$ cat src/rtl/bcpu_pkg.sv
package bcpu_pkg;

  // machine sizes
  localparam int NUM_REGS    = 8;
  localparam int MEM_DEPTH   = 65536;
  localparam int NUM_PORTS   = 256;
  localparam int REG_AW      = $clog2(NUM_REGS);
  localparam int MEM_AW      = $clog2(MEM_DEPTH);
  localparam int PORT_AW     = $clog2(NUM_PORTS);

  // front to back queue
  localparam int QUEUE_DEPTH = 4;
  localparam int QUEUE_AW    = $clog2(QUEUE_DEPTH);

  // stack pointer value after reset
  localparam logic [15:0] SP_RESET = 16'hFFFF;

  // command codes as they arrive on the input word
  typedef enum logic [3:0] {
    CMD_MW   = 4'd0,
    CMD_LW   = 4'd1,
    CMD_SW   = 4'd2,
    CMD_PUSH = 4'd3,
    CMD_POP  = 4'd4,
    CMD_LDA  = 4'd5,
    CMD_JNZ  = 4'd6,
    CMD_INB  = 4'd7,
    CMD_OUTB = 4'd8,
    CMD_ADD  = 4'd9,
    CMD_ADC  = 4'd10,
    CMD_AND  = 4'd11,
    CMD_OR   = 4'd12,
    CMD_NOR  = 4'd13,
    CMD_CMP  = 4'd14
  } cmd_t;

  // internal operation class, including a no-op for undefined codes
  typedef enum logic [3:0] {
    OP_NOP,
    OP_MOVI,
    OP_LOAD,
    OP_STORE,
    OP_PUSH,
    OP_POP,
    OP_LDHL,
    OP_JNZ,
    OP_IN,
    OP_OUT,
    OP_ADD,
    OP_ADC,
    OP_AND,
    OP_OR,
    OP_NOR,
    OP_CMP
  } op_t;

  // decoded instruction held in the queue
  typedef struct packed {
    op_t                op;
    logic               reg_wr;
    logic               mem_wr;
    logic [REG_AW-1:0]  rsel;
    logic [7:0]         imm;
    logic [15:0]        addr;
    logic [PORT_AW-1:0] psel;
  } qent_t;

endpackage

$ cat src/rtl/bcpu_queue.sv
module bcpu_queue (
  input  logic            clk,
  input  logic            rst,
  input  logic            wr_valid,
  output logic            wr_ready,
  input  bcpu_pkg::qent_t wr_data,
  output logic            rd_valid,
  input  logic            rd_ready,
  output bcpu_pkg::qent_t rd_data
);
  import bcpu_pkg::*;

  qent_t               slots [QUEUE_DEPTH];
  logic [QUEUE_AW-1:0] wr_ptr;
  logic [QUEUE_AW-1:0] rd_ptr;
  logic [QUEUE_AW:0]   count;
  logic                push;
  logic                pop;

  assign wr_ready = (count != (QUEUE_AW+1)'(QUEUE_DEPTH));
  assign rd_valid = (count != '0);
  assign rd_data  = slots[rd_ptr];
  assign push     = wr_valid && wr_ready;
  assign pop      = rd_valid && rd_ready;

  // storage
  always_ff @(posedge clk) begin
    if (push) begin
      slots[wr_ptr] <= wr_data;
    end
  end

  // pointers and fill count
  always_ff @(posedge clk) begin
    if (rst) begin
      wr_ptr <= '0;
      rd_ptr <= '0;
      count  <= '0;
    end else begin
      if (push) begin
        wr_ptr <= (wr_ptr == QUEUE_AW'(QUEUE_DEPTH - 1)) ? '0 : wr_ptr + 1'b1;
      end
      if (pop) begin
        rd_ptr <= (rd_ptr == QUEUE_AW'(QUEUE_DEPTH - 1)) ? '0 : rd_ptr + 1'b1;
      end
      if (push && !pop) begin
        count <= count + 1'b1;
      end else if (pop && !push) begin
        count <= count - 1'b1;
      end
    end
  end

endmodule

$ cat config.mk
export PLATFORM = sky130hd
export DESIGN_NAME = bcpu_queue
export DESIGN_NICKNAME = d
export VERILOG_FILES = /design/src/rtl/bcpu_pkg.sv /design/src/rtl/bcpu_queue.sv
export SDC_FILE = /design/constraint.sdc
export NUM_CORES = 1
export LEC_CHECK = 0
export BUFFER_PORTS_ARGS = -buffer_cell sky130_fd_sc_hd__buf_2
export CAP_MARGIN = 25
export CORE_MARGIN = 2
export CORE_UTILIZATION = 44
export DETAILED_ROUTE_END_ITERATION = 8
export PLACE_DENSITY = 0.66
export SETUP_SLACK_MARGIN = 0.15
export SLEW_MARGIN = 25
export SYNTH_ARGS = -nofsm -noshare
export SYNTH_HDL_FRONTEND = slang
export SYNTH_SLANG_ARGS = --single-unit
$ cat constraint.sdc
create_clock -name clk -period 2.44 [get_ports clk]
set_clock_uncertainty 0.2 [all_clocks]
set_input_delay 0.244 -clock clk [delete_from_list [all_inputs] [get_ports clk]]
set_output_delay 0.244 -clock clk [all_outputs]
set_load 0.01 [all_outputs]
---- Word-level counts from Yosys, hierarchy flattened ----
Memory sizes are Yosys's and may differ from the RTL's. A register that Yosys moved wholly into a read port is not among the register bits.
Cells that the tools add are included.
Widths: inputs -> output; s select.
storage, ports and cells
  memories ................................ 1
  logic and storage cells ................. 27
  register bits after elaboration ......... 7
  bits in writable memories ............... 164
memories
  memory  depth  width  rd ports  clocked after Yosys merged registers in  write ports  line              RTL
  slots   4      41     1         1                                        1            bcpu_queue.sv:13  qent_t slots [QUEUE_DEPTH];
cells by class
  reduce and logical (&&, ||, !) cells .... 8
  add/sub/neg operators ................... 4
  eq/ne operators ......................... 3
  muxes and demuxes ....................... 8
operators by type and width
  cell                 number
  $mux 2               4
  $mux 3               2
  $add 2x1->2 const B  2
  $eq 2x2->1 const B   2
  $logic_and 1x1->1    4
  $add 3x1->3 const B  1
  $ne 3x3->1 const B   1
  $reduce_bool 3->1    1
  $sub 3x1->3 const B  1
  $logic_not 1->1      2
  $mux 1               2
  $reduce_bool 2->1    1

---- Logic depth before layout (Yosys ltp) ----
Gate-level depths: netlist of the first run.
  depth in word-level cells ............... 6
  depth in mapped cells ................... 9
  gate-level depth less buffers ........... 8

---- Worst setup path before layout of the first run ----
Ideal clock, no wire load.
  path kind ............................... register to register
  start point ............................. register count[0]
  end point ............................... register count[2]
  slack ................................... 50 ps
  path buffers ............................ 1
  stages on the path, launching flop included .. 10
  setup time .............................. 70 ps
  clock period less this slack ............ 2,390 ps
  arrival ................................. 2,120 ps
  cells stage by stage .................... dfxtp_1 or3b_1 clkbuf_2 and2_4 ha_1 inv_1 fa_1 xor2_1 or3_2 a21oi_1
on the way
  word-level cells in the longest chain between the ends .. 5
  elaborated cells on any way between the ends .. 13
ends and longest elaborated chain
  element                      line              RTL
  from (decl)                  bcpu_queue.sv:16  logic [QUEUE_AW:0] count;
  from (signal assigned)       bcpu_queue.sv:47  count <= count + 1'b1;
  from (signal assigned)       bcpu_queue.sv:49  count <= count - 1'b1;
  $ne 3x3->1 *                 bcpu_queue.sv:20  assign wr_ready = (count != (QUEUE_AW+1)'(QUEUE_DEPTH));
  via wr_ready                 bcpu_queue.sv:5   output logic wr_ready,
  $logic_and 1x1->1 *          bcpu_queue.sv:23  assign push = wr_valid && wr_ready;
  via push                     bcpu_queue.sv:17  logic push;
  $logic_not 1->1              bcpu_queue.sv:48  end else if (pop && !push) begin
  $logic_and 1x1->1            bcpu_queue.sv:48
  $reduce_bool 2->1 (no line)  n/a
Mark *: on every way through the listed nets, which the timed path passes. The rest lies on a longest branch. The select of a mux whose other input is x is not followed.
A chain may end at the register's enable or synchronous reset.

---- Worst setup path after layout of the first run ----
  start point ............................. register count[2]
  end point ............................... register count[2]
on the way
  word-level cells in the longest chain between the ends .. 5
  elaborated cells on any way between the ends .. 13
ends and longest elaborated chain
  element                      line
  $ne 3x3->1 *                 bcpu_queue.sv:20
  $logic_and 1x1->1 *          bcpu_queue.sv:23
  via push                     bcpu_queue.sv:17
  $logic_not 1->1              bcpu_queue.sv:48
  $logic_and 1x1->1            bcpu_queue.sv:48
  $reduce_bool 2->1 (no line)  n/a
Marks and branches as above.

==> results of run 1 <==
flip-flops by register name (all words and copies together) (netlist names), named ones only:
register / cells
slots: 164
count: 3
rd_ptr: 2
wr_ptr: 2
logic make-up after synthesis:
group | count (synthesis) | synth area share [%]
and+or+nand+nor | 17 | 1.67
buffers and inverters | 15 | 1.14
DFF | 173 | 80.0
muxes | 44 | 14.9
xor gates and xnor gates | 2 | 0.274
adders and majority gates | 7 | 1.49
AOI/OAI and AO/OA | 5 | 0.549
routing by layer:
layer  vias up  wire, um  global-route usage (%)
met5         -         0                       0
met4         0       177                    6.81
met3        14       468                    4.42
met2        74      5570                    24.9
met1      1602      4650                    18.3
li1       1404         -                       -
cells in the final DEF, fill, tap and decap left out, drive strengths merged:
cell type | synthesis | final
a21oi | 2 | 2
mux4 | 41 | 41
mux2i | 3 | 3
xor2 | 2 | 2
dlygate4sd3 | 0 | 43
inv | 3 | 3
o31ai | 2 | 2
nor3 | 1 | 1
nand2b | 2 | 2
clkbuf | 3 | 24
dfxtp | 9 | 9
and2 | 1 | 1
o21ai | 1 | 1
fa | 1 | 1
buf | 9 | 99
edfxtp | 164 | 164
nand3 | 1 | 1
and3 | 4 | 4
or3 | 3 | 3
nand2 | 1 | 1
ha | 6 | 6
or3b | 1 | 1
nor2 | 3 | 3
bufinv | 0 | 4
clkinv | 0 | 4
power groups by stage:
stage	Combinational [W]	Sequential (W)	Clock [W]
global placement	0.00167	0.00375	0
detailed placement	0.00170	0.00378	0
global route	0.00192	0.00377	0.00292
finish	0.00176	0.00374	0.00274
CTS	0.00182	0.00373	0.00281
floorplan	0.00111	0.00374	0
area by class of cell:
cell class	count	area (um2)
timing repair buffer	142	1020
fill	1069	6140
inverter	3	11.3
multi-input combinational	75	1230
tap	184	230
sequential	173	5120
clock inverter	8	140
clock buffer	24	472
metrics by stage:
step | std cells | cell area (um2) | setup slack, ns
after floorplan | 263 | 6420 | 0.158
after CTS | 609 | 8230 | 0.136
final | 609 | 8230 | 0.165
after global routing | 609 | 8230 | 0.0981
after global placement | 533 | 7140 | 0.216
after detailed placement | 533 | 7140 | 0.123
worst max-delay path, stage by stage (launching register included):
cell	delay (ns)
dfxtp_2	0.34
or3b_1	0.19
and2_4	0.18
ha_4	0.14
inv_1	0.04
fa_1	0.37
xor2_1	0.18
or3_2	0.42
a21oi_1	0.14
worst paths after layout:
kind                           endpoint                   start  depth (start not counted)  slack (ns)
setup / recovery  count[2]$_SDFFE_PP0P_   count[2]$_SDFFE_PP0P_                          8        0.16
hold / removal                     flop                rd_ready                          5        0.13
setup reg to reg  count[2]$_SDFFE_PP0P_   count[2]$_SDFFE_PP0P_                          8        0.16
hold reg to reg                    flop  rd_ptr[0]$_SDFFE_PP0P_                          2        0.30
repair_timing:
| item | 4_1_cts | 5_1_grt |
|---|---|---|
| hold buffers | 43 | 0 |
| gates cloned | 1 | 0 |
| endpoints found under the hold margin | 172 | 0 |
| setup endpoints to repair | 21 | 21 |
| resized for setup | 3 | 2 |
==> metrics.md, run 1 <==
| Metric | Value |
|---|---|
| Hold_ws | 0.127 ns |
| CTS sink cnt | 173 |
| Fin nets | roughly 460 |
| Die W | 124 um |
| Critical path class | flop to flop |
| Period utilization | 93.2% |
| Netlist cell types | 26 |
| WP data required | 2.58 ns |
| Outcome | completed |
| Ys Warns | 0 |
| Critical path arrival | 2.42 ns |
| Pins Over Slew Limit | 0 |
| Placeable Area | approximately 14000 um2 |
| H-Tree Depth | 4 |
| Clock period minus worst slack | between 2 and 2.5 ns |
| Hpwl dp | 6.37 mm |
| Seq pwr share | between 40% and 50% |
| Seq cells post-synth | 173 |
| CP startpoint kind | flop |
| Initial antenna violation count | 0 |
| Util after Layout | around 57% |
| P_leak | 2.85 nW |
| Commonest register cell after synthesis | edfxtp_1 |
| Top cells by count, synth | edfxtp_1 (164), mux4_2 (41), dfxtp_1 (9), ha_1 (6), buf_1 (5) |
| Comb pwr share | a little over a fifth |
| Post-DR wirelength/cell | 17.8 um |
| Via count | 3094 |
| # rows | 44 |
| P_sw | 0.00196 W |
| Clock Latency Late Sink | approximately 0.41 ns |
| IO Port Bufs | 87 |
| Max_cap viols | 0 |
| Number of synthesized flops with an enable pin | ~160 |
| Worst Hold Class | input pin to flop |
| Final wirelength | 10.9 mm |
| Unrepaired setup endpoints after global routing | yes |
| Gr ovfl total | 0 |
| Pin count of the biggest net entering global routing | 42 |
| First-pass GRT wire length | 17.3 mm |
| Critical Path Fanout Max | 5 |
| Relative slew slack | 65.9% |
| Mean Syn Cell Area | 24.3 um2 |
| Clk network pwr share | 33.3% |
| Final hold vios | 0 |
| Clock buffer depth | 2 |
| Syn nets | 315 |
| Peak supply drop | 0.511 mV |
| TritonCTS Buffers | 17 |
| CP Capture Type | flop |
| Synth Instances | 263 |
| Asr flop ratio synth | 0% |
| CTS tree | yes |
| Top-count cell post-synth | edfxtp_1 |
| Post-CTS Setup Bufs | 0 |
| TritonRoute pass-1 iters | 4 |
| Post-Syn Area | 6380 um2 |
| Root Driver | clkbuf_16 |
| DR vias/cell | between 5 and 6 |
| Fraction of layout cells with a size suffix above 1 | roughly 43% |
| Slew @ Worst Pin | 0.512 ns |
| Setup TNS | 0 ns |
| Initial Util | 44.4% |
| I/O pin cnt | 88 |
| Post-synthesis sequential area ratio | 80.0% |
| Highest Clock Rate | 0.440 GHz |
| Sw Ratio | 23.8% |
| ANT cells | 0 |
| Antenna-violating nets left | 0 |
| Internal | about 0.0063 W |
| Die height | about 120 um |
| Share of Yosys cell area claimed by the top area cell type | just under 80% |
| Setup violators final | 0 |
| Die area | about 15000 um2 |
| First DRT Iteration DRCs | between 150 and 200 |
| Yosys top cell by area | edfxtp_1 |
| GP Congestion | ~0.70 |
| Area delta synth->final | 28.8% |
| Pwr Total | 0.00824 W |
| Total GRT Usage | 15.0% |
| Ranking of synthesized cells by area | edfxtp_1 (77%), mux4_2 (14%), dfxtp_1 (2.8%) |
| Number of global-route vias before repair | about 3400 |
| Reg clk slew, reported paths | 0.06 ns |
| Drc violations | 0 |
| Pwr Density | 1000 nW/um2 |
No activity file was read; power rests on OpenSTA's default activity.
==> run 2, diff against run 1 <==
- GPL_ROUTABILITY_DRIVEN: default -> 0
- RECOVER_POWER: default -> 25
==> metrics.md, run 2 (same netlist as run 1, synthesis figures left out) <==
| Metric | Value |
|---|---|
| Commonest non-fill, non-tap cell in the layout | edfxtp_1 (unchanged) |
| ANT cells | 0 (unchanged) |
| CTS tree | yes (unchanged) |
| Die height | 124 um (unchanged) |
| R2r worst-path depth | 8 (unchanged) |
| Total GRT Usage | 15.0% (unchanged) |
| CP Capture Type | flop (unchanged) |
| Relative slew slack | 66.1% (was 65.9%) |
| Fraction of layout cells with a size suffix above 1 | 36.9% (was 42.8%) |
| Critical R2R Launch | count[2]$_SDFFE_PP0P_ (unchanged) |
| Peak supply drop | 0.510 mV (was 0.511 mV) |
| Hold wc startpoint | rd_ready (unchanged) |
| Critical path arrival | 2.42 ns (about the same) |
| Min-Delay Path Depth | 5 (unchanged) |
| Initial Util | 44.4% (unchanged) |
| Commonest cells after routing, fill and taps aside | edfxtp_1 (164), buf_2 (62), dlygate4sd3_1 (43) (was edfxtp_1 (164), buf_2 (87), dlygate4sd3_1 (43)) |
| CP startpoint kind | flop (unchanged) |
| TritonCTS Buffers | 17 (unchanged) |
| Reg2Reg Setup Slack | 0.16 ns (about the same) |
| Number of global-route vias before repair | 3372 (unchanged) |
| IO Port Bufs | 87 (unchanged) |
| Highest Clock Rate | 0.440 GHz (about the same) |
| Critical path class | flop to flop (unchanged) |
| Period utilization | 93.3% (was 93.2%) |
| Pin count of the biggest net entering global routing | 42 (unchanged) |
| Largest register FFs | 164 (unchanged) |
| Max_cap viols | 0 (unchanged) |
| Biggest regs | slots x164, count x3 (unchanged) |
| Die W | 124 um (unchanged) |
| Gr ovfl total | 0 (unchanged) |
| Die area | 15500 um2 (unchanged) |
| Unrepaired setup endpoints after global routing | yes (unchanged) |
| # rows | 44 (unchanged) |
| Largest reg by FF count | slots (unchanged) |
| First-pass GRT wire length | 17.3 mm (unchanged) |
| Clock period minus worst slack | 2.28 ns (about the same) |
| TritonRoute pass-1 iters | 4 (unchanged) |
| Setup TNS | 0 ns (unchanged) |
| Pins Over Slew Limit | 0 (unchanged) |
| Worst Hold Class | input pin to flop (unchanged) |
| Util after Layout | 57.0% (was 57.3%) |
| Slew @ Worst Pin | 0.508 ns (was 0.512 ns) |
| CTS sink cnt | 173 (unchanged) |
| Root Driver | clkbuf_16 (unchanged) |
| Fin nets | 464 (unchanged) |
| P_leak | 2.78 nW (was 2.85 nW) |
| Initial antenna violation count | 0 (unchanged) |
| Post-DR wirelength/cell | 17.8 um (about the same) |
| Antenna-violating nets left | 0 (unchanged) |
| Design Area, Final | 8200 um2 (was 8230 um2) |
| WP data required | 2.58 ns (about the same) |
| Outcome | completed (unchanged) |
| Placed Area | 7140 um2 (unchanged) |
| Pwr Total | 0.00824 W (about the same) |
| Area delta synth->final | 28.4% (was 28.8%) |
| Pwr Density | 1010 nW/um2 (was 1000 nW/um2) |
| Drc violations | 0 (unchanged) |
| DR vias/cell | 5.08 (about the same) |
| Placeable Area | 14400 um2 (unchanged) |
| First DRT Iteration DRCs | 184 (was 192) |
| Clock Latency Late Sink | 0.42 ns (was 0.41 ns) |
| Final hold vios | 0 (unchanged) |
| H-Tree Depth | 4 (unchanged) |
| Hpwl dp | 6.37 mm (unchanged) |
| Worst r2r dst | count[2]$_SDFFE_PP0P_ (unchanged) |
| Setup violators final | 0 (unchanged) |
| Clock buffer depth | 2 (unchanged) |
| Final wirelength | 10.8 mm (was 10.9 mm) |
| Critical Path Fanout Max | 5 (unchanged) |
| Reg clk slew, reported paths | 0.06 ns (about the same) |
| I/O pin cnt | 88 (unchanged) |
| Via count | 3091 (was 3094) |
## run 2: cell types whose count changed in the layout (fill, tap and decap cells not counted)
cell and delta:
buf_2 -25, clkbuf_1 +25
## run 2: what timing repair did
action                                  4_1_cts  5_1_grt
endpoints found under the setup margin       21       21
hold buffers                                 43        0
resized for setup                             3        2
cloned                                        1        0
endpoints found under the hold margin       172        0
buffers inserted                              0        0
## run 2: cell type report
| cell class | instances | area [um2] |
|---|---|---|
| fillers | 1079 | 6170 |
| flip-flops and latches | 173 | 5120 |
| multi-input cells | 75 | 1230 |
| repair buffers | 142 | 990 |
| clock buffers | 24 | 472 |
| well taps | 184 | 230 |
| clock inverters | 8 | 140 |
| inverters | 3 | 11.3 |
## run 2: through the flow
step / setup WS [ns] / cells / hold slack, ns
floorplan: 0.158 / 263 / 0.143
global placement: 0.216 / 533 / 0.254
detailed placement: 0.123 / 533 / 0.262
CTS: 0.136 / 609 / 0.112
global route: 0.0981 / 609 / 0.147
finish: 0.165 / 609 / 0.125
## run 2: critical path: stages, from the launching register on
cell and delay, ns:
dfxtp_2 0.34, or3b_1 0.19, and2_4 0.18, ha_4 0.14, inv_1 0.04, fa_1 0.37
xor2_1 0.18, or3_2 0.42, a21oi_1 0.14
## run 2: metal layers
layer	routed length (um)	GRT usage, %
met4	192	6.81
met5	0	0
met2	5560	24.9
met1	4550	18.3
met3	536	4.42
## run 2: how the worst max path moves through the flow
stage,from,end,slack [ns],cells past startpoint
5_1_grt,count[2]$_SDFFE_PP0P_,count[2]$_SDFFE_PP0P_,0.1,8
3_3_place_gp,count[1]$_SDFFE_PP0P_,count[2]$_SDFFE_PP0P_,0.22,7
6_report,count[2]$_SDFFE_PP0P_,count[2]$_SDFFE_PP0P_,0.16,8
3_5_place_dp,count[1]$_SDFFE_PP0P_,count[2]$_SDFFE_PP0P_,0.12,7
2_1_floorplan,count[1]$_SDFFE_PP0P_,count[2]$_SDFFE_PP0P_,0.16,7
4_1_cts,flop,rd_data[29],0.14,3
## run 2: power by group
group / switching [W] / total, W / leakage [nW] / internal (W)
clock: 0.000986 / 0.00275 / 0.302 / 0.00176
sequential: 0.000119 / 0.00374 / 1.58 / 0.00362
combinational: 0.000863 / 0.00176 / 0.902 / 0.000892
total: 0.00197 / 0.00824 / 2.78 / 0.00627
