$ cat config.mk
export PLATFORM = sky130hd
export DESIGN_NAME = bcpu_front_flat
export DESIGN_NICKNAME = d
export VERILOG_FILES = /design/src/rtl/bcpu_pkg.sv /design/src/rtl/bcpu_ifs.sv /design/src/rtl/bcpu_front.sv /design/src/flat_wrapper.sv
export SDC_FILE = /design/constraint.sdc
export NUM_CORES = 1
export LEC_CHECK = 0
export CORE_AREA = 2 2 39 41
export DETAILED_ROUTE_END_ITERATION = 8
export DIE_AREA = 0 0 41 43
export DONT_BUFFER_PORTS = 1
export SYNTH_ARGS = -nofsm -noshare
export SYNTH_HDL_FRONTEND = slang
export SYNTH_SLANG_ARGS = --single-unit
$ cat constraint.sdc
create_clock -name vclk -period 1.2
set_clock_uncertainty 0.1 [all_clocks]
set_input_delay 0 -clock vclk [all_inputs]
set_output_delay 0 -clock vclk [all_outputs]
set_load 0.05 [all_outputs]
$ cat src/rtl/bcpu_pkg.sv
package bcpu_pkg;

  // machine sizes
  localparam int NUM_REGS    = 8;
  localparam int MEM_DEPTH   = 65536;
  localparam int NUM_PORTS   = 256;
  localparam int REG_AW      = $clog2(NUM_REGS);
  localparam int MEM_AW      = $clog2(MEM_DEPTH);
  localparam int PORT_AW     = $clog2(NUM_PORTS);

  // front to back queue
  localparam int QUEUE_DEPTH = 4;
  localparam int QUEUE_AW    = $clog2(QUEUE_DEPTH);

  // stack pointer value after reset
  localparam logic [15:0] SP_RESET = 16'hFFFF;

  // command codes as they arrive on the input word
  typedef enum logic [3:0] {
    CMD_MW   = 4'd0,
    CMD_LW   = 4'd1,
    CMD_SW   = 4'd2,
    CMD_PUSH = 4'd3,
    CMD_POP  = 4'd4,
    CMD_LDA  = 4'd5,
    CMD_JNZ  = 4'd6,
    CMD_INB  = 4'd7,
    CMD_OUTB = 4'd8,
    CMD_ADD  = 4'd9,
    CMD_ADC  = 4'd10,
    CMD_AND  = 4'd11,
    CMD_OR   = 4'd12,
    CMD_NOR  = 4'd13,
    CMD_CMP  = 4'd14
  } cmd_t;

  // internal operation class, including a no-op for undefined codes
  typedef enum logic [3:0] {
    OP_NOP,
    OP_MOVI,
    OP_LOAD,
    OP_STORE,
    OP_PUSH,
    OP_POP,
    OP_LDHL,
    OP_JNZ,
    OP_IN,
    OP_OUT,
    OP_ADD,
    OP_ADC,
    OP_AND,
    OP_OR,
    OP_NOR,
    OP_CMP
  } op_t;

  // decoded instruction held in the queue
  typedef struct packed {
    op_t                op;
    logic               reg_wr;
    logic               mem_wr;
    logic [REG_AW-1:0]  rsel;
    logic [7:0]         imm;
    logic [15:0]        addr;
    logic [PORT_AW-1:0] psel;
  } qent_t;

endpackage

$ cat src/rtl/bcpu_ifs.sv
// instruction channel
interface bcpu_in_if;
  logic        valid;
  logic        ready;
  logic [3:0]  command;
  logic [2:0]  reg_select;
  logic [7:0]  immediate;
  logic [15:0] mem_address;
  logic [7:0]  port_number;

  modport source (
    output valid, command, reg_select, immediate, mem_address, port_number,
    input  ready
  );
  modport sink (
    input  valid, command, reg_select, immediate, mem_address, port_number,
    output ready
  );
endinterface


$ cat src/rtl/bcpu_front.sv
module bcpu_front (
  bcpu_in_if.sink        instr,
  output logic           wr_valid,
  input  logic           wr_ready,
  output bcpu_pkg::qent_t wr_data
);
  import bcpu_pkg::*;

  // handshake passes straight to the queue
  assign wr_valid    = instr.valid;
  assign instr.ready = wr_ready;

  // classify the command and pick out the operand fields
  always_comb begin
    wr_data        = '0;
    wr_data.rsel   = instr.reg_select[REG_AW-1:0];
    wr_data.imm    = instr.immediate;
    wr_data.addr   = instr.mem_address;
    wr_data.psel   = instr.port_number[PORT_AW-1:0];
    wr_data.op     = OP_NOP;
    wr_data.reg_wr = 1'b0;
    wr_data.mem_wr = 1'b0;
    unique case (cmd_t'(instr.command))
      CMD_MW: begin
        wr_data.op     = OP_MOVI;
        wr_data.reg_wr = 1'b1;
      end
      CMD_LW: begin
        wr_data.op     = OP_LOAD;
        wr_data.reg_wr = 1'b1;
      end
      CMD_SW: begin
        wr_data.op     = OP_STORE;
        wr_data.mem_wr = 1'b1;
      end
      CMD_PUSH: begin
        wr_data.op     = OP_PUSH;
        wr_data.mem_wr = 1'b1;
      end
      CMD_POP: begin
        wr_data.op     = OP_POP;
        wr_data.reg_wr = 1'b1;
      end
      CMD_LDA:  wr_data.op = OP_LDHL;
      CMD_JNZ:  wr_data.op = OP_JNZ;
      CMD_INB: begin
        wr_data.op     = OP_IN;
        wr_data.reg_wr = 1'b1;
      end
      CMD_OUTB: wr_data.op = OP_OUT;
      CMD_ADD: begin
        wr_data.op     = OP_ADD;
        wr_data.reg_wr = 1'b1;
      end
      CMD_ADC: begin
        wr_data.op     = OP_ADC;
        wr_data.reg_wr = 1'b1;
      end
      CMD_AND: begin
        wr_data.op     = OP_AND;
        wr_data.reg_wr = 1'b1;
      end
      CMD_OR: begin
        wr_data.op     = OP_OR;
        wr_data.reg_wr = 1'b1;
      end
      CMD_NOR: begin
        wr_data.op     = OP_NOR;
        wr_data.reg_wr = 1'b1;
      end
      CMD_CMP:  wr_data.op = OP_CMP;
      default:  wr_data.op = OP_NOP;
    endcase
  end

endmodule

$ cat src/flat_wrapper.sv
// flat-port wrapper written by rule: the top's interface ports become plain ports
module bcpu_front_flat import bcpu_pkg::*;
  (wr_valid, wr_ready, wr_data, instr_valid, instr_command, instr_reg_select, instr_immediate, instr_mem_address, instr_port_number, instr_ready);
  bcpu_in_if instr_i ();
  output logic wr_valid;
  input  logic wr_ready;
  output bcpu_pkg::qent_t wr_data;
  input wire logic [$bits(instr_i.valid)-1:0] instr_valid;
  input wire logic [$bits(instr_i.command)-1:0] instr_command;
  input wire logic [$bits(instr_i.reg_select)-1:0] instr_reg_select;
  input wire logic [$bits(instr_i.immediate)-1:0] instr_immediate;
  input wire logic [$bits(instr_i.mem_address)-1:0] instr_mem_address;
  input wire logic [$bits(instr_i.port_number)-1:0] instr_port_number;
  output wire logic [$bits(instr_i.ready)-1:0] instr_ready;
  assign instr_i.valid = instr_valid;
  assign instr_i.command = instr_command;
  assign instr_i.reg_select = instr_reg_select;
  assign instr_i.immediate = instr_immediate;
  assign instr_i.mem_address = instr_mem_address;
  assign instr_i.port_number = instr_port_number;
  assign instr_ready = instr_i.ready;
  bcpu_front u_core (.instr(instr_i), .wr_valid(wr_valid), .wr_ready(wr_ready), .wr_data(wr_data));
endmodule
# Word-level counts from Yosys, hierarchy flattened
# Index checks and enable logic that the tools add are counted.
dict set report totals {
  register_bits 0
  in_bits 41
  output_inout_bits 43
  word_cells 20
}
dict set report classes {
  n_eq_ne 14
  mux 3
  n_reduce_logical 3
}
# cell count
set ops {}
lappend ops {{$pmux 4 s15} 1}
lappend ops {{$eq 4x4->1 const B} 7}
lappend ops {{$eq 4x3->1 const B} 4}
lappend ops {{$reduce_or 9->1} 1}
lappend ops {{$eq 4x2->1 const B} 2}
lappend ops {{$eq 4x1->1 const B} 1}
lappend ops {{$logic_not 4->1} 1}
lappend ops {{$mux 1} 2}
lappend ops {{$reduce_or 2->1} 1}

# Longest topological paths before layout
# Gate-level depths: netlist (run 1).
dict set report logic_depth {
  ltp_word 3
  mapped_depth 4
}

# Worst setup path after synthesis (run 1)
# OpenSTA, ideal clock, no wires.
dict set report synth_timing {
  path_kind {input to output}
  start {in instr_command[1]}
  end {out wr_data[35] (netlist bit)}
  t_arrival_ns 1.336
  t_required_ns 1.100
  setup_slack_ns -0.236
  stages 2
  path_buffers 1
  path_cell_list {buf_2 -> nor3b_1}
}
# element line
set synth_rtl {}
lappend synth_rtl {{start: declaration} flat_wrapper.sv:9} ;# input wire logic [$bits(instr_i.command)-1:0] instr_command;
lappend synth_rtl {{end: declaration} flat_wrapper.sv:7} ;# output bcpu_pkg::qent_t wr_data;

# Final worst setup path (run 1)
dict set report layout_timing {
  start {in instr_port_number[5]}
  end {out wr_data[5] (netlist bit)}
}
# element line
set layout_rtl {}
lappend layout_rtl {{start: declaration} flat_wrapper.sv:13} ;# input wire logic [$bits(instr_i.port_number)-1:0] instr_port_number;
# No word-level cell between the ends.

==> impl_results.md, run 1 <==
- Status: finished, final reports clean
- Max-cap viol count: 0
- Largest net degree at the start of global routing: 9
- Peak VDD IR: 213 uV
- Setup_tns: 0 ns
- Routed WL: approximately 800 um
- Area occupied by multi-input gates: 93.8 um2
- Routability cong.: a little over 0.5
- Syn Area/Cell: 7.36 um2
- Post-synth top cells: 38 x buf_4, 3 x xnor2_1
- Initial antenna violation count: 0
- WP data required: around 1.1 ns
- First-pass GRT wire length: 821 um
- Total number of vias: slightly above 300
- Worst setup path class: in -> out
- Initial Utilization: 0.277
- Crit-path cells: dlygate4sd3_1
- Crit path buf inv count: 1
- Post-route cell area: around 530 um2
- Die H: approximately 43 um
- Peak Freq: 1.04 GHz
- Layout cells sized above 1: 0.127
- Cell taking the most area after synthesis: buf_4
- Critical Path Slowest Stage Cell: dlygate4sd3_1
- Crit path launch type: input pin
- Worst-margin pin slew: 0.508 ns
- Fin. Hold Viols: 0
- Count leader, synth: buf_4
- Power per standard cell area: roughly 850 nW/um2
- Wirelength per Cell: approximately 11 um
- Max-slew headroom: 0.660
- Delay-heaviest family, CP: buffers and inverters
- Critical path depth: 1
- Nets@finish: 98
- DRC violations left: 0
- Die width: slightly above 40 um
- Total grt overflow: 0
- Total die area: about 1800 um2
- Cells after Synth: 52
- Fin crit share: 0.798
- Area growth syn-to-layout: 37.3%
- Initial DRC Count: 0
- Placement Cell Area: 155 um2
- I/O Pins: 84
- Core area: about 1400 um2
- Unrepaired setup endpoints after global routing: no
- WHS Endpoint: wr_data[37]
- Yosys warns: 0
- Antenna-violating nets left: 0
- Vias per cell: between 4 and 5
- Diode count: 0
- Vias in the first global route: slightly above 200
- Post-synthesis cell area: about 380 um2
- Fin crit period: around 0.96 ns
- Worst Hold Launch: instr_command[0]
- Syn Nets: 93
- Leak Pwr: between 0.2 and 0.25 nW
- Final setup viols: 0
- HPWL after detailed placement: around 370 um
- Port Buffers: 0
- Row count: 14
- FILL cells: ~140
- Register area: 0 um2
- Synth unique cells: 13
- All-Layer GR Usage: 0.0629
- Seq Cell Count: 0
- Clkbuf count: 0
- Worst Hold Depth: 1
- Synth top area share: 0.745
- Crit end category: output pin
- Fin. max-slew vios: 0
- Largest cells by area after synthesis: buf_4 75%, xnor2_1 6.9%, nor3b_2 3.3%, a32oi_1 2.3%, xor2_1 2.3%
- Crit Path Max Fanout: 1
- DR pass1 iterations: 1
- Register area share after synthesis: 0
- Arrival @ worst endpoint: approximately 0.86 ns
- Hold Path Class: in -> out
- Critical Path Max Stage Delay: ~0.86 ns
[where the power goes]
| group | internal (mW) | leakage [nW] | switching [mW] | total, mW |
|---|---|---|---|---|
| clock network | 0 | 0 | 0 | 0 |
| logic | 0.118 | 0.211 | 0.329 | 0.447 |
| registers | 0 | 0 | 0 | 0 |
[layer usage]
layer | track usage | part of all wire | vias up
met4 | 0 | 0 | 0
met3 | 0.0419 | 0.30 | 0
li1 | - | - | 130
met5 | 0 | 0 | -
met2 | 0.125 | 0.48 | 50
met1 | 0.0475 | 0.21 | 122
[how the worst max path moves through the flow]
stage / from / endpoint / slack, ns
2_1_floorplan: instr_command[1] / wr_data[40] / 0.02
3_3_place_gp: instr_command[2] / wr_data[36] / 0.50
3_5_place_dp: instr_command[2] / wr_data[36] / 0.52
4_1_cts: instr_immediate[1] / wr_data[25] / 0.25
5_1_grt: instr_immediate[4] / wr_data[28] / 0.22
6_report: instr_port_number[5] / wr_data[5] / 0.24
[final cells by class]
cell class	instances	area share
well taps	16	0.0381
inverters	1	0.00714
multi-input cells	12	0.179
repair buffers	42	0.776
[layout by cell type, fill, tap and decap left out]
cell type	Yosys	layout
dlygate4sd3_1	0	37
buf_4	38	5
xnor2_1	3	3
nor3b_2	1	2
xor2_1	1	1
nand2_1	1	1
nand3_1	1	1
inv_1	1	1
a21oi_1	1	1
nor2_1	1	1
a32oi_1	1	1
o21a_1	1	1
[kinds of logic after synthesis]
logic type	after synthesis	share of synthesized area
buf+inv	40	0.768
simple gates	5	0.0849
xor+xnor	4	0.0915
compound gates	3	0.0556
[metrics by stage]
stage          total power [mW]  hold WS, ns  setup WS (ns)  cells   util
4_1_cts                   0.448       0.0792          0.246     71  0.380
3_3_place_gp              0.111      -0.0997          0.501     34  0.112
3_5_place_dp              0.111      -0.0997          0.516     34  0.112
6_report                  0.447       0.0784          0.243     71  0.380
2_1_floorplan             0.428      0.00148         0.0172     52      -
5_1_grt                   0.462       0.0868          0.221     71  0.380
[timing repair]
item,CTS,global route
resized for setup,0,0
endpoints found under the hold margin,37,0
setup endpoints to repair,0,0
setup buffers,0,0
hold buffers,37,0
No activity file was read; power rests on OpenSTA's default activity.
==> inputs of run 2 (changes only) <==
Clock period 1.2 ns to 0.9 ns, I/O delays scaled along.
==> impl_results.md, run 2 (same netlist as run 1, synthesis figures left out) <==
- Total grt overflow: 0
- Failing checks: negative hold slack
- Crit path launch type: input pin
- Antenna-violating nets left: 0
- Peak VDD IR: about 160 uV
- Post-CTS setup buffers: 0
- Vias per cell: 4.55
- Fin. max-slew vios: 0
- Critical Path Slowest Stage Cell: o21a_2
- PostCTS Resize Cnt: 0
- Hold Path Class: in -> out
- Port Buffers: 0
- Vias in the first global route: 112
- Die width: about 41 um
- DR pass1 iterations: 2
- Wirelength per Cell: around 14 um
- Fin crit share: 0.768
- Core area: 1380 um2
- Initial Utilization: 0.277
- Routed WL: ~470 um
- Commonest non-fill, non-tap cell in the layout: buf_4
- Seq Cell Count: 0
- FILL cells: between 150 and 200
- All-Layer GR Usage: 0.0441
- Register area: 0 um2
- Status: finished, violations left
- Nets@finish: 60
- First-pass GRT wire length: about 570 um
- Worst Setup Slack, final: 0.209 ns
- Largest net degree at the start of global routing: 9
- Crit-path cells: xnor2_1, a32oi_1, o21a_2
- Power per standard cell area: between 800 and 900 nW/um2
- Max-slew headroom: 0.724
- DRC violations left: 0
- Diode count: 0
- Layout cells sized above 1: 0.588
- Initial DRC Count: 1
- Worst-margin pin slew: slightly above 0.4 ns
- Cell count after placement: 33
- Peak Freq: 1.45 GHz
- Unrepaired setup endpoints after global routing: no
- Worst setup path class: in -> out
- Placement Cell Area: between 150 and 200 um2
- WP data required: roughly 0.80 ns
- Final setup viols: 0
- Fin. Hold Viols: 37
- Row count: 14
- Arrival @ worst endpoint: 0.59 ns
- Fin crit period: a little under 0.7 ns
- Finished Layout Cells: 33
- Routability cong.: approximately 0.53
- Clkbuf count: 0
- HPWL after detailed placement: between 300 and 400 um
- Max-cap viol count: 0
- Most frequent cells in the layout: 4 x buf_4, 2 x xnor2_2, 2 x nor3b_2
- Crit end category: output pin
- Area growth syn-to-layout: -55.2%
- Post-route cell area: about 170 um2
- Hold slack: -0.100 ns
- Worst slack, placed: 0.204 ns
- Leak Pwr: 0.0667 nW
- Die H: between 40 and 50 um
- Critical Path Max Stage Delay: ~0.33 ns
- I/O Pins: between 80 and 90
- Initial antenna violation count: 0
- Total number of vias: 150
- Crit Path Max Fanout: 5
- Total die area: between 1500 and 2000 um2
==> run 2: changes by cell type in the layout (fill, tap and decap cells not counted) <==
cell | previous run | this run
buf_4 | 5 | 4
dlygate4sd3_1 | 37 | 0
o21a_1 | 1 | 0
o21a_2 | 0 | 1
xnor2_1 | 3 | 1
xnor2_2 | 0 | 2
xor2_1 | 1 | 0
xor2_2 | 0 | 1
==> run 2: worst max-delay path, delay by kind of cell <==
kind	cells	cell delay, ns
xor+xnor	1	0.10
compound gates	2	0.49
==> run 2: stage by stage <==
stage | power [mW] | TNS (ns) | hold slack [ns] | util
finish | 0.149 | 0 | -0.100 | 0.124
global route | 0.157 | 0 | -0.0999 | 0.124
CTS | 0.151 | 0 | -0.0997 | 0.124
detailed placement | 0.151 | 0 | -0.0997 | 0.124
global placement | 0.150 | 0 | -0.0997 | 0.124
floorplan | 0.581 | -0.0650 | 0.00148 | -
==> run 2: where the power goes <==
| group | internal [mW] | leakage [nW] | switching [mW] | total (mW) |
|---|---|---|---|---|
| logic | 0.0491 | 0.0667 | 0.100 | 0.149 |
| registers | 0 | 0 | 0 | 0 |
| clock network | 0 | 0 | 0 | 0 |
==> run 2: path summary, 6_finish.rpt <==
kind | start | end | slack [ns] | cells past startpoint
min | wr_ready | instr_ready | -0.1 | 0
max | instr_command[3] | wr_data[36] | 0.21 | 3
==> run 2: area by class of cell <==
class	instances	area, um2	share of cell area
Tap cell	16	20.0	0.117
Inverter	1	3.75	0.0219
Multi-Input combinational cell	12	118	0.686
Timing Repair Buffer	4	30.0	0.175
==> run 2: metal layers <==
metal,global-route usage,routed length [um],vias to the layer above
met3,0.0366,114,12
met5,0,0,-
met4,0.0600,42,0
li1,-,-,53
met2,0.0438,167,23
met1,0.0447,147,62
==> inputs of run 3 (changes only) <==
Settings changed: ABC_AREA set to 1.
Clock period 0.9 ns to 0.8 ns, I/O delays scaled along.
==> impl_results.md, run 3 <==
- Fin. Hold Viols: 37
- Max-cap viol count: 0
- Largest net degree at the start of global routing: 6
- Diode count: 0
- Worst-margin pin slew: 0.414 ns
- Core area: approximately 1400 um2
- Commonest non-fill, non-tap cell in the layout: nand2_1
- DRC violations left: 0
- Routability cong.: between 0.4 and 0.5
- Peak VDD IR: roughly 320 uV
- Initial antenna violation count: 0
- Largest cells by area after synthesis: buf_4 75%, nand2_1 6.1%, xor2_1 4.7%, inv_1 4.0%, nand2_2 3.4%
- Flop pwr share: 0
- PostCTS Resize Cnt: 0
- Port Buffers: 0
- Area growth syn-to-layout: -48.5%
- Arrival @ worst endpoint: ~0.53 ns
- Cell taking the most area after synthesis: buf_4
- Count leader, synth: buf_4
- I/O Pins: 84
- Seq Cell Count: 0
- Fin util: 0.138
- Post-synth top cells: 37 x buf_4, 6 x nand2_1, 4 x inv_1
- Initial Utilization: 0.269
- Status: finished, violations left
- Antenna-violating nets left: 0
- Hold Path Class: in -> out
- Clkbuf count: 0
- Final setup viols: 0
- Max-slew headroom: 0.724
- Hold slack: -0.100 ns
- Layout cells sized above 1: 0.440
- Setup_tns: 0 ns
- Row count: 14
- Total power draw: approximately 0.19 mW
- Worst slack, placed: 0.169 ns
- Wirelength per Cell: roughly 11 um
- HPWL after detailed placement: 403 um
- WL met1: ~160 um
- Total number of vias: roughly 160
- Int Pwr: approximately 0.070 mW
- Top Metal Used: met4
- Synth top area share: 0.747
- Critical Path Max Stage Delay: around 0.14 ns
- Crit Path Max Fanout: 4
- Post-route cell area: 191 um2
- Crit path launch type: input pin
- Logic pwr share: 1.000
- Crit end category: output pin
- Yosys warns: 0
- Fin crit share: 0.783
- Unrepaired setup endpoints after global routing: no
- Syn Area/Cell: ~6.5 um2
- Post-synthesis cell area: about 370 um2
- Power per standard cell area: roughly 1000 nW/um2
- First-pass GRT wire length: 614 um
- Nets@finish: roughly 70
- Crit-path most repeated cell: nand2_1
- Die width: around 40 um
- Cells after Synth: 57
- DR pass1 iterations: 4
- Critical Path Slowest Stage Cell: buf_12
- Fin. max-slew vios: 0
- Initial DRC Count: 3
- All-Layer GR Usage: 0.0480
- Die H: between 40 and 50 um
- Total die area: about 1800 um2
- Fin crit period: between 0.6 and 0.7 ns
- Switching share of power: 0.635
- WP data required: about 0.70 ns
- Failing checks: negative hold slack
- Worst Setup Slack, final: about 0.17 ns
- WL met3: 125 um
- Syn Nets: 98
- Total grt overflow: 0
- Vias in the first global route: about 140
- Register area: 0 um2
- Register area share after synthesis: 0
- Most frequent cells in the layout: 6 x nand2_1, 4 x inv_1, 3 x buf_4
- Vias per cell: 4.00
- Worst setup path class: in -> out
- Crit-path cells: inv_1, nand2_1, nand3_1, nand2_1, nand2_1, buf_12
- Peak Freq: between 1.5 and 2 GHz
- Placement Cell Area: 191 um2
- Sw Pwr: roughly 0.12 mW
- Synth unique cells: 9
- Leak Pwr: about 0.10 nW
- Clock network fraction of total power: 0
- Met2 wire length: approximately 140 um
- Routed WL: 461 um
[run 3: cell count changes after synthesis, sizes merged, moves of 2 or more]
| cell | previous run | this run |
|---|---|---|
| nor3b | 2 | 0 |
| inv | 1 | 5 |
| buf | 39 | 37 |
| nand2 | 1 | 8 |
| xnor2 | 3 | 0 |
[run 3: path summary, 6_finish.rpt]
kind	start	endpoint	slack [ns]	cells after the start
worst max-delay path	instr_command[3]	wr_data[36]	0.17	6
worst min-delay path	instr_mem_address[9]	wr_data[17]	-0.1	0
[run 3: cell type report]
cell class,count,area [um2]
fill,158,1190
multi-input combinational,15,90.1
timing repair buffer,5,62.6
tap,16,20.0
inverter,5,18.8
[run 3: per-layer routing]
metal | global-route usage | vias up
met3 | 0.0366 | 10
li1 | - | 68
met5 | 0 | -
met2 | 0.0406 | 23
met1 | 0.0605 | 63
met4 | 0.0600 | 0
[run 3: critical path: cells and delay by family]
| kind | cells | cell delay, ns |
|---|---|---|
| and+or+nand+nor | 4 | 0.29 |
| buffers and inverters | 2 | 0.23 |
[run 3: cells by family (layout without fill, tap and decap cells)]
group	Yosys count	after routing	synth area share
simple gates	13	13	0.155
buf+inv	42	10	0.798
xor+xnor	2	2	0.0471
[run 3: power by group through the flow]
stage / Clock (mW) / Combinational [mW] / Sequential (mW)
2_1_floorplan: 0 / 0.625 / 0
3_3_place_gp: 0 / 0.192 / 0
4_1_cts: 0 / 0.193 / 0
3_5_place_dp: 0 / 0.193 / 0
6_report: 0 / 0.191 / 0
5_1_grt: 0 / 0.201 / 0
[run 3: repair_timing]
item | in CTS | in global routing
setup buffers | 0 | 0
hold endpoints to repair | 37 | 37
endpoints found under the setup margin | 0 | 0
[run 3: metrics by stage]
| stage | std cells | hold WS (ns) |
|---|---|---|
| floorplan | 57 | 0.00110 |
| global placement | 41 | -0.0997 |
| detailed placement | 41 | -0.0997 |
| CTS | 41 | -0.0997 |
| global route | 41 | -0.0999 |
| finish | 41 | -0.100 |
